[src/rtl/bls_pkg.sv]
package bls_pkg;

    // width of the color word carried with every pixel
    localparam int COLOR_BITS = 32;

    // extra bits of the error term above the coordinate width
    localparam int ERR_EXTRA_BITS = 2;

    // depth of the queue between front and back
    localparam int CMD_QUEUE_DEPTH = 2;

    // request kinds as they arrive on the request channel
    typedef enum logic {
        REQ_START = 1'b0,
        REQ_TICK  = 1'b1
    } t_req_kind;

endpackage

[src/rtl/bls_if.sv]
// request channel: start or tick beats
interface bls_req_if
    import bls_pkg::*;
#(
    parameter int COORD_BITS = 12
);
    logic                         valid;
    logic                         ready;
    logic                         req_type;
    logic signed [COORD_BITS-1:0] start_x;
    logic signed [COORD_BITS-1:0] start_y;
    logic signed [COORD_BITS-1:0] end_x;
    logic signed [COORD_BITS-1:0] end_y;
    logic [COLOR_BITS-1:0]        pen_color;

    modport source (
        output valid, req_type, start_x, start_y, end_x, end_y, pen_color,
        input  ready
    );
    modport sink (
        input  valid, req_type, start_x, start_y, end_x, end_y, pen_color,
        output ready
    );
endinterface

// pixel channel: one beat per emitted pixel
interface bls_pix_if
    import bls_pkg::*;
#(
    parameter int COORD_BITS = 12
);
    logic                         valid;
    logic                         ready;
    logic signed [COORD_BITS-1:0] pix_x;
    logic signed [COORD_BITS-1:0] pix_y;
    logic [COLOR_BITS-1:0]        pix_color;
    logic                         last;

    modport source (
        output valid, pix_x, pix_y, pix_color, last,
        input  ready
    );
    modport sink (
        input  valid, pix_x, pix_y, pix_color, last,
        output ready
    );
endinterface

[src/rtl/bls_front.sv]
module bls_front
    import bls_pkg::*;
#(
    parameter int  COORD_BITS = 12,
    parameter type t_cmd      = logic
) (
    bls_req_if.sink i_req,
    output logic    o_cmd_valid,
    output t_cmd    o_cmd,
    input  logic    i_cmd_ready
);

    logic signed [COORD_BITS:0]   w_dx_signed;
    logic signed [COORD_BITS:0]   w_dy_signed;
    logic signed [COORD_BITS:0]   w_dx_negated;
    logic signed [COORD_BITS:0]   w_dy_negated;
    logic [COORD_BITS-1:0]        w_dx_abs;
    logic [COORD_BITS-1:0]        w_dy_abs;

    // endpoint differences, one bit wider so they cannot wrap
    assign w_dx_signed  = {i_req.end_x[COORD_BITS-1], i_req.end_x}
                        - {i_req.start_x[COORD_BITS-1], i_req.start_x};
    assign w_dy_signed  = {i_req.end_y[COORD_BITS-1], i_req.end_y}
                        - {i_req.start_y[COORD_BITS-1], i_req.start_y};
    assign w_dx_negated = -w_dx_signed;
    assign w_dy_negated = -w_dy_signed;

    // magnitudes always fit the coordinate width
    assign w_dx_abs = w_dx_signed[COORD_BITS] ? w_dx_negated[COORD_BITS-1:0]
                                              : w_dx_signed[COORD_BITS-1:0];
    assign w_dy_abs = w_dy_signed[COORD_BITS] ? w_dy_negated[COORD_BITS-1:0]
                                              : w_dy_signed[COORD_BITS-1:0];

    // classify the beat and build the line setup for the back end
    always_comb begin
        o_cmd            = '0;
        o_cmd.kind       = i_req.req_type ? REQ_TICK : REQ_START;
        o_cmd.x1         = i_req.start_x;
        o_cmd.y1         = i_req.start_y;
        o_cmd.x2         = i_req.end_x;
        o_cmd.y2         = i_req.end_y;
        o_cmd.dx         = w_dx_abs;
        o_cmd.dy         = w_dy_abs;
        o_cmd.sx_neg     = !(i_req.start_x < i_req.end_x);
        o_cmd.sy_neg     = !(i_req.start_y < i_req.end_y);
        o_cmd.err        = signed'({{ERR_EXTRA_BITS{1'b0}}, w_dx_abs})
                         - signed'({{ERR_EXTRA_BITS{1'b0}}, w_dy_abs});
        o_cmd.first_last = (i_req.start_x == i_req.end_x)
                        && (i_req.start_y == i_req.end_y);
        o_cmd.color      = i_req.pen_color;
    end

    // handshake passes to the queue
    assign o_cmd_valid = i_req.valid;
    assign i_req.ready = i_cmd_ready;

endmodule

[src/rtl/bls_fifo.sv]
module bls_fifo #(
    parameter int WIDTH = 8,
    parameter int DEPTH = 2
) (
    input  logic             i_clk,
    input  logic             i_rst_n,
    input  logic             i_push,
    input  logic [WIDTH-1:0] i_data,
    output logic             o_full,
    input  logic             i_pop,
    output logic             o_valid,
    output logic [WIDTH-1:0] o_data
);

    localparam int PTR_BITS = (DEPTH > 1) ? $clog2(DEPTH) : 1;
    localparam int CNT_BITS = $clog2(DEPTH + 1);

    logic [WIDTH-1:0]    r_mem [DEPTH];
    logic [PTR_BITS-1:0] r_wr_ptr;
    logic [PTR_BITS-1:0] r_rd_ptr;
    logic [CNT_BITS-1:0] r_count;
    logic [PTR_BITS-1:0] n_wr_ptr;
    logic [PTR_BITS-1:0] n_rd_ptr;
    logic [CNT_BITS-1:0] n_count;
    logic                w_push;
    logic                w_pop;

    assign o_full  = (r_count == CNT_BITS'(DEPTH));
    assign o_valid = (r_count != '0);
    assign o_data  = r_mem[r_rd_ptr];
    assign w_push  = i_push && !o_full;
    assign w_pop   = i_pop && o_valid;

    // pointer wrap and occupancy
    always_comb begin
        n_wr_ptr = r_wr_ptr;
        n_rd_ptr = r_rd_ptr;
        n_count  = r_count;
        if (w_push) begin
            n_wr_ptr = (r_wr_ptr == PTR_BITS'(DEPTH - 1)) ? '0 : r_wr_ptr + PTR_BITS'(1);
        end
        if (w_pop) begin
            n_rd_ptr = (r_rd_ptr == PTR_BITS'(DEPTH - 1)) ? '0 : r_rd_ptr + PTR_BITS'(1);
        end
        if (w_push && !w_pop) begin
            n_count = r_count + CNT_BITS'(1);
        end else if (w_pop && !w_push) begin
            n_count = r_count - CNT_BITS'(1);
        end
    end

    always_ff @(posedge i_clk) begin
        if (!i_rst_n) begin
            r_wr_ptr <= '0;
            r_rd_ptr <= '0;
            r_count  <= '0;
        end else begin
            r_wr_ptr <= n_wr_ptr;
            r_rd_ptr <= n_rd_ptr;
            r_count  <= n_count;
        end
    end

    // storage, no reset needed
    always_ff @(posedge i_clk) begin
        if (w_push) begin
            r_mem[r_wr_ptr] <= i_data;
        end
    end

endmodule

[src/rtl/bls_back.sv]
module bls_back
    import bls_pkg::*;
#(
    parameter int  COORD_BITS = 12,
    parameter type t_cmd      = logic
) (
    input  logic       i_clk,
    input  logic       i_rst_n,
    input  logic       i_cmd_valid,
    input  t_cmd       i_cmd,
    output logic       o_cmd_ready,
    bls_pix_if.source  o_pix
);

    localparam int ERR_BITS = COORD_BITS + ERR_EXTRA_BITS;
    localparam int E2_BITS  = ERR_BITS + 1;

    // line state
    logic signed [COORD_BITS-1:0] r_cur_x;
    logic signed [COORD_BITS-1:0] r_cur_y;
    logic signed [COORD_BITS-1:0] r_target_x;
    logic signed [COORD_BITS-1:0] r_target_y;
    logic [COORD_BITS-1:0]        r_delta_x;
    logic [COORD_BITS-1:0]        r_delta_y;
    logic                         r_step_x_neg;
    logic                         r_step_y_neg;
    logic signed [ERR_BITS-1:0]   r_error;
    logic [COLOR_BITS-1:0]        r_color;
    logic                         r_active;

    // output register
    logic                         r_out_valid;
    logic signed [COORD_BITS-1:0] r_out_x;
    logic signed [COORD_BITS-1:0] r_out_y;
    logic [COLOR_BITS-1:0]        r_out_color;
    logic                         r_out_last;

    logic signed [COORD_BITS-1:0] n_cur_x;
    logic signed [COORD_BITS-1:0] n_cur_y;
    logic signed [ERR_BITS-1:0]   n_error;
    logic                         n_last;

    logic signed [E2_BITS-1:0]    w_e2;
    logic signed [E2_BITS-1:0]    w_dx_ext;
    logic signed [E2_BITS-1:0]    w_neg_dy;
    logic                         w_move_x;
    logic                         w_move_y;
    logic                         w_is_tick;
    logic                         w_emit;
    logic                         w_out_free;
    logic                         w_fire;

    // beat classification and pop control
    assign w_is_tick   = (i_cmd.kind == REQ_TICK);
    assign w_out_free  = !r_out_valid || o_pix.ready;
    assign o_cmd_ready = w_out_free || (w_is_tick && !r_active);
    assign w_fire      = i_cmd_valid && o_cmd_ready;
    assign w_emit      = w_fire && (!w_is_tick || r_active);

    // all-octant error test on the doubled error
    assign w_e2     = {r_error, 1'b0};
    assign w_dx_ext = signed'({{(E2_BITS - COORD_BITS){1'b0}}, r_delta_x});
    assign w_neg_dy = -signed'({{(E2_BITS - COORD_BITS){1'b0}}, r_delta_y});
    assign w_move_x = (w_e2 > w_neg_dy);
    assign w_move_y = (w_e2 < w_dx_ext);

    // next pixel and error for a tick
    always_comb begin
        n_cur_x = r_cur_x;
        n_cur_y = r_cur_y;
        n_error = r_error;
        if (w_move_x) begin
            n_cur_x = r_step_x_neg ? r_cur_x - COORD_BITS'(1) : r_cur_x + COORD_BITS'(1);
            n_error = n_error - signed'({{ERR_EXTRA_BITS{1'b0}}, r_delta_y});
        end
        if (w_move_y) begin
            n_cur_y = r_step_y_neg ? r_cur_y - COORD_BITS'(1) : r_cur_y + COORD_BITS'(1);
            n_error = n_error + signed'({{ERR_EXTRA_BITS{1'b0}}, r_delta_x});
        end
        n_last = (n_cur_x == r_target_x) && (n_cur_y == r_target_y);
    end

    // walker control
    always_ff @(posedge i_clk) begin
        if (!i_rst_n) begin
            r_active <= 1'b0;
        end else if (w_emit) begin
            r_active <= w_is_tick ? !n_last : !i_cmd.first_last;
        end
    end

    // walker datapath
    always_ff @(posedge i_clk) begin
        if (w_emit && !w_is_tick) begin
            r_cur_x      <= i_cmd.x1;
            r_cur_y      <= i_cmd.y1;
            r_target_x   <= i_cmd.x2;
            r_target_y   <= i_cmd.y2;
            r_delta_x    <= i_cmd.dx;
            r_delta_y    <= i_cmd.dy;
            r_step_x_neg <= i_cmd.sx_neg;
            r_step_y_neg <= i_cmd.sy_neg;
            r_error      <= i_cmd.err;
            r_color      <= i_cmd.color;
        end else if (w_emit) begin
            r_cur_x <= n_cur_x;
            r_cur_y <= n_cur_y;
            r_error <= n_error;
        end
    end

    // output beat valid
    always_ff @(posedge i_clk) begin
        if (!i_rst_n) begin
            r_out_valid <= 1'b0;
        end else if (w_emit) begin
            r_out_valid <= 1'b1;
        end else if (o_pix.ready) begin
            r_out_valid <= 1'b0;
        end
    end

    // output beat payload
    always_ff @(posedge i_clk) begin
        if (w_emit && !w_is_tick) begin
            r_out_x     <= i_cmd.x1;
            r_out_y     <= i_cmd.y1;
            r_out_color <= i_cmd.color;
            r_out_last  <= i_cmd.first_last;
        end else if (w_emit) begin
            r_out_x     <= n_cur_x;
            r_out_y     <= n_cur_y;
            r_out_color <= r_color;
            r_out_last  <= n_last;
        end
    end

    assign o_pix.valid     = r_out_valid;
    assign o_pix.pix_x     = r_out_x;
    assign o_pix.pix_y     = r_out_y;
    assign o_pix.pix_color = r_out_color;
    assign o_pix.last      = r_out_last;

endmodule

[src/rtl/bresenham_line_stepper.sv]
// Bresenham line stepper
//
// i_req carries request beats: req_type 0 starts a line from start_x/start_y
// to end_x/end_y in pen_color, req_type 1 is a tick that asks for the next
// pixel. o_pix carries one beat per pixel with its color; the beat of the
// second endpoint has last set, after which the walker is idle. A start emits
// the first endpoint at once; a tick while idle emits nothing. A start during
// a line drops that line. Pixels are not clipped.
//
// A request accepted at i_req passes the queue and the pixel register on
// its way to o_pix. Throughput: one request and one pixel per clock while
// the sink takes beats; the walker steps by a combinational add and compare.
// A two-beat queue parts the request side from the walker, and the pixel
// register parts the walker from the sink, so a stalled sink fills the queue
// and then holds i_req.ready low; the pixel beat holds until taken.
// Reset (i_rst_n low, synchronous) empties the queue, drops the output beat
// and leaves the walker idle.
module bresenham_line_stepper
    import bls_pkg::*;
#(
    parameter int COORD_BITS = 12
) (
    input  logic      i_clk,
    input  logic      i_rst_n,
    bls_req_if.sink   i_req,
    bls_pix_if.source o_pix
);

    localparam int ERR_BITS = COORD_BITS + ERR_EXTRA_BITS;

    // classified request handed from front to back
    typedef struct packed {
        t_req_kind                    kind;
        logic signed [COORD_BITS-1:0] x1;
        logic signed [COORD_BITS-1:0] y1;
        logic signed [COORD_BITS-1:0] x2;
        logic signed [COORD_BITS-1:0] y2;
        logic [COORD_BITS-1:0]        dx;
        logic [COORD_BITS-1:0]        dy;
        logic                         sx_neg;
        logic                         sy_neg;
        logic signed [ERR_BITS-1:0]   err;
        logic [COLOR_BITS-1:0]        color;
        logic                         first_last;
    } t_cmd;

    localparam int CMD_BITS = $bits(t_cmd);

    logic             w_front_valid;
    t_cmd             w_front_cmd;
    logic             w_queue_full;
    logic             w_queue_valid;
    logic [CMD_BITS-1:0] w_queue_data;
    logic             w_back_ready;

    // front: setup of deltas, signs and error term
    bls_front #(
        .COORD_BITS (COORD_BITS),
        .t_cmd      (t_cmd)
    ) u_front (
        .i_req       (i_req),
        .o_cmd_valid (w_front_valid),
        .o_cmd       (w_front_cmd),
        .i_cmd_ready (!w_queue_full)
    );

    // queue between front and back
    bls_fifo #(
        .WIDTH (CMD_BITS),
        .DEPTH (CMD_QUEUE_DEPTH)
    ) u_queue (
        .i_clk   (i_clk),
        .i_rst_n (i_rst_n),
        .i_push  (w_front_valid),
        .i_data  (w_front_cmd),
        .o_full  (w_queue_full),
        .i_pop   (w_back_ready),
        .o_valid (w_queue_valid),
        .o_data  (w_queue_data)
    );

    // back: line walker and pixel register
    bls_back #(
        .COORD_BITS (COORD_BITS),
        .t_cmd      (t_cmd)
    ) u_back (
        .i_clk       (i_clk),
        .i_rst_n     (i_rst_n),
        .i_cmd_valid (w_queue_valid),
        .i_cmd       (t_cmd'(w_queue_data)),
        .o_cmd_ready (w_back_ready),
        .o_pix       (o_pix)
    );

endmodule

[src/flat_wrapper.sv]
// flat-port wrapper written by rule: the top's interface ports become plain ports
module bresenham_line_stepper_flat import bls_pkg::*;
#(
    parameter int COORD_BITS = 12
)
  (i_clk, i_rst_n, i_req_valid, i_req_req_type, i_req_start_x, i_req_start_y, i_req_end_x, i_req_end_y, i_req_pen_color, i_req_ready, o_pix_valid, o_pix_pix_x, o_pix_pix_y, o_pix_pix_color, o_pix_last, o_pix_ready);
  bls_req_if #(.COORD_BITS(COORD_BITS)) i_req_i ();
  bls_pix_if #(.COORD_BITS(COORD_BITS)) o_pix_i ();
  input  logic i_clk;
  input  logic i_rst_n;
  input wire logic [$bits(i_req_i.valid)-1:0] i_req_valid;
  input wire logic [$bits(i_req_i.req_type)-1:0] i_req_req_type;
  input wire logic [$bits(i_req_i.start_x)-1:0] i_req_start_x;
  input wire logic [$bits(i_req_i.start_y)-1:0] i_req_start_y;
  input wire logic [$bits(i_req_i.end_x)-1:0] i_req_end_x;
  input wire logic [$bits(i_req_i.end_y)-1:0] i_req_end_y;
  input wire logic [$bits(i_req_i.pen_color)-1:0] i_req_pen_color;
  output wire logic [$bits(i_req_i.ready)-1:0] i_req_ready;
  output wire logic [$bits(o_pix_i.valid)-1:0] o_pix_valid;
  output wire logic [$bits(o_pix_i.pix_x)-1:0] o_pix_pix_x;
  output wire logic [$bits(o_pix_i.pix_y)-1:0] o_pix_pix_y;
  output wire logic [$bits(o_pix_i.pix_color)-1:0] o_pix_pix_color;
  output wire logic [$bits(o_pix_i.last)-1:0] o_pix_last;
  input wire logic [$bits(o_pix_i.ready)-1:0] o_pix_ready;
  assign i_req_i.valid = i_req_valid;
  assign i_req_i.req_type = i_req_req_type;
  assign i_req_i.start_x = i_req_start_x;
  assign i_req_i.start_y = i_req_start_y;
  assign i_req_i.end_x = i_req_end_x;
  assign i_req_i.end_y = i_req_end_y;
  assign i_req_i.pen_color = i_req_pen_color;
  assign i_req_ready = i_req_i.ready;
  assign o_pix_valid = o_pix_i.valid;
  assign o_pix_pix_x = o_pix_i.pix_x;
  assign o_pix_pix_y = o_pix_i.pix_y;
  assign o_pix_pix_color = o_pix_i.pix_color;
  assign o_pix_last = o_pix_i.last;
  assign o_pix_i.ready = o_pix_ready;
  bresenham_line_stepper #(.COORD_BITS(COORD_BITS)) u_core (.i_clk(i_clk), .i_rst_n(i_rst_n), .i_req(i_req_i), .o_pix(o_pix_i));
endmodule
[config.mk]
export PLATFORM = sky130hd
export DESIGN_NAME = bresenham_line_stepper_flat
export DESIGN_NICKNAME = d
export VERILOG_FILES = /design/src/rtl/bls_pkg.sv /design/src/rtl/bls_if.sv /design/src/rtl/bls_front.sv /design/src/rtl/bls_fifo.sv /design/src/rtl/bls_back.sv /design/src/rtl/bresenham_line_stepper.sv /design/src/flat_wrapper.sv
export SDC_FILE = /design/constraint.sdc
export NUM_CORES = 1
export LEC_CHECK = 0
export ABC_AREA = 1
export BUFFER_PORTS_ARGS = -buffer_cell sky130_fd_sc_hd__buf_2
export CAP_MARGIN = 20
export CORE_UTILIZATION = 66
export CTS_CLUSTER_DIAMETER = 150
export DETAILED_ROUTE_END_ITERATION = 6
export PLACE_DENSITY = 0.86
export SETUP_SLACK_MARGIN = 0.15
export SLEW_MARGIN = 20
export SYNTH_ARGS = -nofsm -noshare
export SYNTH_HDL_FRONTEND = slang
export SYNTH_HIERARCHICAL = 1
export SYNTH_SLANG_ARGS = --single-unit
[constraint.sdc]
create_clock -name i_clk -period 19.5 [get_ports i_clk]
set_clock_uncertainty 0.2 [all_clocks]
set_input_delay 1.95 -clock i_clk [delete_from_list [all_inputs] [get_ports i_clk]]
set_output_delay 1.95 -clock i_clk [all_outputs]
set_load 0.05 [all_outputs]
==> flow_summary_export.csv, run 1 <==
group,metric,value,unit
sta,period_share,33.52,%
logic_synthesis,yosys_warnings,6,
cells_and_area,final_cell_area,24400,um2
cts,hold_buffers,0,
setup_path,start_kind,"flip-flop",
sta,hold_viol,0,
placement,portBuffers,143,
cts,numCtsBuffers,42,
floorplan,start_util,67.00,%
cts,clk_pin_slew,0.07,ns
placement,hpwl,35030,um
floorplan,core_area,33530,um2
drt,drt-initial-drc-count,1447,
setup_path,cp-end-kind,"flip-flop",
cts,clock-sinks,404,
sta,finalCriticalPeriod,6.537,ns
cts,cts_resized,0,
status,status,"finished, final reports clean",
drt,routedWlPerCell,18.67,um
setup_path,critPathSlowestCell,"nand3_2",
logic_synthesis,syn-num-nets,2339,
power,ir_drop,221.0,uV
setup_path,path_max_fanout,30,
power,powerDensity,191.5,nW/um2
grt,overflow,0,
power,finalPower,0.004672,W
placement,gp_congestion,0.9392,
min_path,hold_path_class,"reg2reg",
floorplan,die_height,186.5,um
cts,post-cts-setup-buffers,0,
sta,fmax,153.0,MHz
setup_path,reg2reg_slack,12.96,ns
logic_synthesis,seq_area_frac_synth,53.68,%
sta,setup_viol,0,
grt,grt_pass1_vias,15140,
floorplan,rows,67,
sta,rsz0062_at_grt,"no",
grt,antenna_found_initial,5,
setup_path,path_class,"reg2reg",
flow_run,cap_violations,0,
sta,final.setup.tns,0,ns
cts,cts_max_level,2,
cells_and_area,drive_above_1_share,18.13,%
grt,grt_pass1_wl,77910,um
floorplan,io_pins,144,
drt,antenna_left,0,
cts,clk_latency,0.56,ns
drt,firstDrtPassIters,6,
setup_path,cp.arrival,6.65,ns
floorplan,die-area,34780,um2
logic_synthesis,syn_inst,2136,
grt,grt_usage,28.88,%
cells_and_area,synthToLayoutAreaGrowth,8.582,%
sta,slew-limit-headroom,28.38,%
logic_synthesis,netlist_area,22470,um2
logic_synthesis,syn-mean-instance-area,10.52,um2
grt,grt_max_degree,123,
placement,postPlaceCellArea,22970,um2
setup_path,critPathRequiredTime,19.62,ns
logic_synthesis,synth_seq_cells,404,
cts,root_buffer,"clkbuf_16",
placement,dp_cells,2614,
logic_synthesis,async_flop_share,0,%
sta,drv_slew,0,
cells_and_area,register_area,12070,um2
floorplan,die_x,186.5,um
power,power.leakage,10.78,nW
cells_and_area,nets,2414,
setup_path,max_stage_delay,0.52,ns
cells_and_area,mostFrequentLayoutCell,"nand2_1",
logic_synthesis,synth-main-ff-cell,"edfxtp_1",
drt,routed_wl,50280,um
drt,drc,0,
cts,cts_tree,"built",
cells_and_area,instances_no_fill,2693,
cells_and_area,final_cell_mix,"nand2_1, edfxtp_1, inv_1",
drt,viasPerCell,5.704,
cells_and_area,nFillCells,2264,
logic_synthesis,synth_edf_count,397,
setup_path,crit_top_cell,"nand2_1",
sta,worstMarginPinSlew,1.074,ns
cells_and_area,multiInputGateArea,8537,um2
cts,clockBufferDepth,3,
drt,vias,15360,
logic_synthesis,ys_types,50,
cell usage after synthesis (42+ instances only):
cell / number / area, um2
a21oi_1: 80 / 400.4
buf_4: 85 / 638.1
edfxtp_1: 397 / 11920
ha_1: 111 / 1389
inv_1: 263 / 987.2
mux2_2: 42 / 473.0
mux2_4: 80 / 1201
nand2_1: 534 / 2004
nand3_1: 101 / 505.5
nor2_1: 102 / 382.9
o21ai_0: 53 / 265.3
xor2_1: 60 / 525.5
per-stage QoR:
stage | utilization [%] | hold slack [ns] | worst slack, ns
2_1_floorplan | - | 0.2502 | 11.44
3_3_place_gp | 68.51 | 0.2626 | 13.38
3_5_place_dp | 68.51 | 0.2942 | 13.09
4_1_cts | 72.63 | 0.3121 | 13.12
5_1_grt | 72.75 | 0.3294 | 12.43
6_report | 72.75 | 0.3093 | 12.96
worst max-delay path, delay by kind of cell, from the launching register on:
family / cells / cell delay (ns)
AO/OA/AOI/OAI: 8 / 1.92
adder cells (fa/ha/maj): 4 / 1.21
buffers and inverters: 3 / 0.26
flip-flops: 1 / 0.39
AND/OR/NAND/NOR: 16 / 2.33
power by group:
part | leakage [nW] | switching (W) | total (W) | internal (W)
combinational | 6.34 | 0.00156 | 0.00236 | 0.000799
clock | 0.676 | 0.000323 | 0.000807 | 0.000484
sequential | 3.76 | 0.000152 | 0.00150 | 0.00135
cell type report:
| class | instances | share of cell area (%) |
|---|---|---|
| multi-input combinational | 1341 | 34.99 |
| antenna | 5 | 0.05129 |
| tap | 448 | 2.298 |
| clock buffer | 52 | 4.724 |
| sequential | 404 | 49.46 |
| clock inverter | 21 | 0.9488 |
| timing repair buffer | 154 | 3.405 |
| inverter | 268 | 4.123 |
cells by family after synthesis:
family | count (synthesis) | share of synthesized area [%]
flip-flops | 404 | 53.68
multiplexers | 123 | 7.512
XOR/XNOR | 67 | 2.612
buffers and inverters | 391 | 8.470
adder cells (fa/ha/maj) | 118 | 6.805
AND/OR/NAND/NOR | 851 | 16.38
AO/OA/AOI/OAI | 182 | 4.533
final timing paths:
path,endpoint,startpoint,depth (start not counted)
worst max register to register,u_core/u_back/r_error[12]$_DFFE_PP_,u_core/u_back/r_delta_y[1]$_DFFE_PP_,31
worst min-delay path,u_core/u_back/o_pix.pix_color[30]$_DFFE_PP_,u_core/u_back/r_color[30]$_DFFE_PP_,2
worst min register to register,u_core/u_back/o_pix.pix_color[30]$_DFFE_PP_,u_core/u_back/r_color[30]$_DFFE_PP_,2
worst max-delay path,u_core/u_back/r_error[12]$_DFFE_PP_,u_core/u_back/r_delta_y[1]$_DFFE_PP_,31
registers in the layout (all words and copies together) (netlist names), named ones only:
register	count
u_core/u_back/o_pix.last	1
u_core/u_back/o_pix.pix_color	32
u_core/u_back/o_pix.pix_x	12
u_core/u_back/o_pix.pix_y	12
u_core/u_back/o_pix.valid	1
u_core/u_back/r_active	1
u_core/u_back/r_color	32
u_core/u_back/r_delta_x	12
u_core/u_back/r_delta_y	12
u_core/u_back/r_error	14
u_core/u_back/r_step_x_neg	1
u_core/u_back/r_step_y_neg	1
u_core/u_back/r_target_x	12
u_core/u_back/r_target_y	12
u_core/u_queue/r_count	2
u_core/u_queue/r_mem	244
u_core/u_queue/r_rd_ptr	1
u_core/u_queue/r_wr_ptr	1
routing by layer:
metal	track usage (%)	vias to the layer above	share of wire, %	wire length [um]
met5	0	-	0	0
met4	13.87	0	4.1	2055
met3	4.232	127	8.0	4037
met2	47.72	664	47	23750
met1	37.74	7290	41	20440
li1	-	7281	-	-
No activity file was read; power rests on OpenSTA's default activity.
==> run 2: changes to the inputs <==
- ABC_AREA: 1 -> 0
- CORE_UTILIZATION: 66 -> 62
- PLACE_DENSITY: 0.86 -> 0.81
- clock period: 19.5 -> 6.7 ns (I/O delays scaled with it)
==> flow_summary_export.csv, run 2 <==
group,metric,value,unit
cells_and_area,fin_util,67.99,%
cells_and_area,top_register,"u_core/u_queue/r_mem",
sta,rsz0062_at_grt,"no",
setup_path,start_kind,"flip-flop",
cells_and_area,n_antenna_cell,0,
cts,hold_buffers,0,
grt,grt_max_degree,74,
placement,portBuffers,143,
placement,gp_congestion,0.9245,
cts,cts_max_level,2,
logic_synthesis,async_flop_share,0,%
floorplan,die_x,192.0,um
floorplan,die_height,192.0,um
logic_synthesis,yosysMostFrequentCell,"edfxtp_1",
cells_and_area,mostFrequentLayoutCell,"edfxtp_1",
status,status,"finished, final reports clean",
grt,grt_usage,27.81,%
logic_synthesis,syn-num-nets,2028,
cts,clk_pin_slew,0.06,ns
logic_synthesis,synth_top_cell_by_area,"edfxtp_1",
grt,grt_pass1_wl,77220,um
logic_synthesis,syn-mean-instance-area,12.26,um2
setup_path,critPathSlowestCell,"o41ai_2",
sta,drv_slew,0,
drt,routedWlPerCell,21.32,um
sta,worstMarginPinSlew,1.017,ns
drt,routed_wl,50860,um
drt,drt-initial-drc-count,1404,
cells_and_area,instances_no_fill,2385,
cts,cts_resized,0,
cts,numCtsBuffers,42,
setup_path,crit_top_cell,"a21oi_1",
drt,firstDrtPassIters,6,
sta,period_share,90.95,%
cts,clk_latency,0.58,ns
sta,slew-limit-headroom,32.11,%
logic_synthesis,yosys_warnings,6,
setup_path,path_max_fanout,8,
setup_path,cp_cell_sequence,"inv_1 -> nand4_1 -> nor3_1 -> and4_1 -> nand3_1 -> xnor2_1 -> ha_1 -> nand4_1 -> o41ai_2 -> a21o_1 -> nand2_1 -> a21oi_1 -> ha_1 -> inv_1 -> fa_1 -> nor2b_1 -> o21ai_0 -> a21oi_1 -> o211ai_1 -> a21oi_1 -> o21a_1 -> o21ai_0 -> a211oi_1 -> o31ai_1",
logic_synthesis,synth_edf_count,397,
cts,cts_tree,"built",
drt,drc,0,
logic_synthesis,syn_inst,1825,
setup_path,critPathRequiredTime,6.80,ns
logic_synthesis,synth_top_area_share,53.29,%
cells_and_area,nets,2098,
min_path,hold_path_class,"in2reg",
drt,antenna_left,0,
sta,fmax,164.1,MHz
drt,vias,14580,
logic_synthesis,netlist_area,22370,um2
setup_path,path_class,"reg2reg",
floorplan,core_area,35570,um2
sta,hold_ws,0.07223,ns
grt,antenna_found_initial,1,
power,ir_drop,307.0,uV
grt,overflow,0,
grt,grt_pass1_vias,14040,
setup_path,cp-end-kind,"flip-flop",
floorplan,start_util,62.89,%
floorplan,die-area,36840,um2
floorplan,rows,69,
logic_synthesis,seq_area_frac_synth,53.92,%
flow_run,cap_violations,0,
logic_synthesis,synth-main-ff-cell,"edfxtp_1",
cells_and_area,drive_above_1_share,20.22,%
sta,setup_viol,0,
logic_synthesis,ys_types,94,
power,finalPower,0.01330,W
logic_synthesis,netlist_top_cells_area,"edfxtp_1, ha_1, mux2_4, nand2_1, xnor2_1",
placement,dp_cells,2312,
floorplan,io_pins,144,
sta,hold_viol,0,
placement,hpwl,36200,um
sta,final.setup.tns,0,ns
setup_path,cp.arrival,6.19,ns
cells_and_area,synthToLayoutAreaGrowth,8.110,%
drt,viasPerCell,6.112,
cells_and_area,largest_register_ffs,244,
cells_and_area,final_cell_mix,"edfxtp_1, nand2_1, buf_2",
setup_path,max_stage_delay,0.50,ns
sta,finalCriticalPeriod,6.094,ns
cts,post-cts-setup-buffers,0,
cts,clockBufferDepth,3,
logic_synthesis,synth_common_cells,"edfxtp_1, nand2_1, inv_1, ha_1, nor2_1",
cts,root_buffer,"clkbuf_16",
cts,clock-sinks,404,
logic_synthesis,synth_seq_cells,404,
power,power.leakage,9.505,nW
power,powerDensity,550.0,nW/um2
## run 2: cell type report
cell class | count | area (um2)
Timing Repair Buffer | 159 | 835.8
Multi-Input combinational cell | 1169 | 8955
Fill cell | 2430 | 11380
Clock inverter | 24 | 225.2
Clock buffer | 49 | 1077
Inverter | 119 | 449.2
Sequential cell | 404 | 12070
Tap cell | 461 | 576.8
## run 2: critical path: cells and delay by family, from the launching register on
family	cells	cell delay (ns)
AOI/OAI and AO/OA	11	2.53
and+or+nand+nor	7	1.39
adders and majority gates	3	0.93
DFF	1	0.43
buffers and inverters	2	0.21
xor gates and xnor gates	1	0.15
## run 2: final timing paths
kind | slack [ns] | to | cells after the start | from
max | 0.61 | u_core/u_back/r_error[12]$_DFFE_PP_ | 24 | u_core/u_back/r_delta_y[2]$_DFFE_PP_
min | 0.07 | u_core/u_queue/r_mem[1][121]$_DFFE_PP_ | 1 | i_req_req_type
max reg2reg | 0.61 | u_core/u_back/r_error[12]$_DFFE_PP_ | 24 | u_core/u_back/r_delta_y[2]$_DFFE_PP_
min reg2reg | 0.32 | u_core/u_back/o_pix.pix_color[3]$_DFFE_PP_ | 2 | u_core/u_back/r_color[3]$_DFFE_PP_
## run 2: logic make-up (layout without fill, tap and decap cells)
| kind of cell | Yosys count | count (layout) | share of synthesized area (%) |
|---|---|---|---|
| buffers and inverters | 252 | 351 | 6.113 |
| xor gates and xnor gates | 113 | 113 | 4.743 |
| muxes | 137 | 137 | 8.155 |
| and+or+nand+nor | 475 | 475 | 9.984 |
| AOI/OAI and AO/OA | 324 | 324 | 10.15 |
| DFF | 404 | 404 | 53.92 |
| adders and majority gates | 120 | 120 | 6.935 |
## run 2: per-stage QoR
step	cell area, um2	setup WS (ns)
2_1_floorplan	22370	0.3686
3_3_place_gp	22880	0.9403
3_5_place_dp	22880	0.7558
4_1_cts	24180	0.7227
5_1_grt	24180	0.1891
6_report	24180	0.6064
## run 2: routing by layer
metal	vias to the layer above	GRT usage, %	wire, um
met5	-	0	0
met4	0	9.463	1294
met3	83	4.550	4411
met2	670	44.65	24020
met1	7035	38.48	21130
li1	6789	-	-
## run 2: power by group
group          internal [W]  switching (W)  total, W  leakage (nW)
clock network       0.00124       0.000974   0.00222         0.631
registers           0.00386       0.000512   0.00438          3.76
logic               0.00262        0.00409   0.00671          5.12
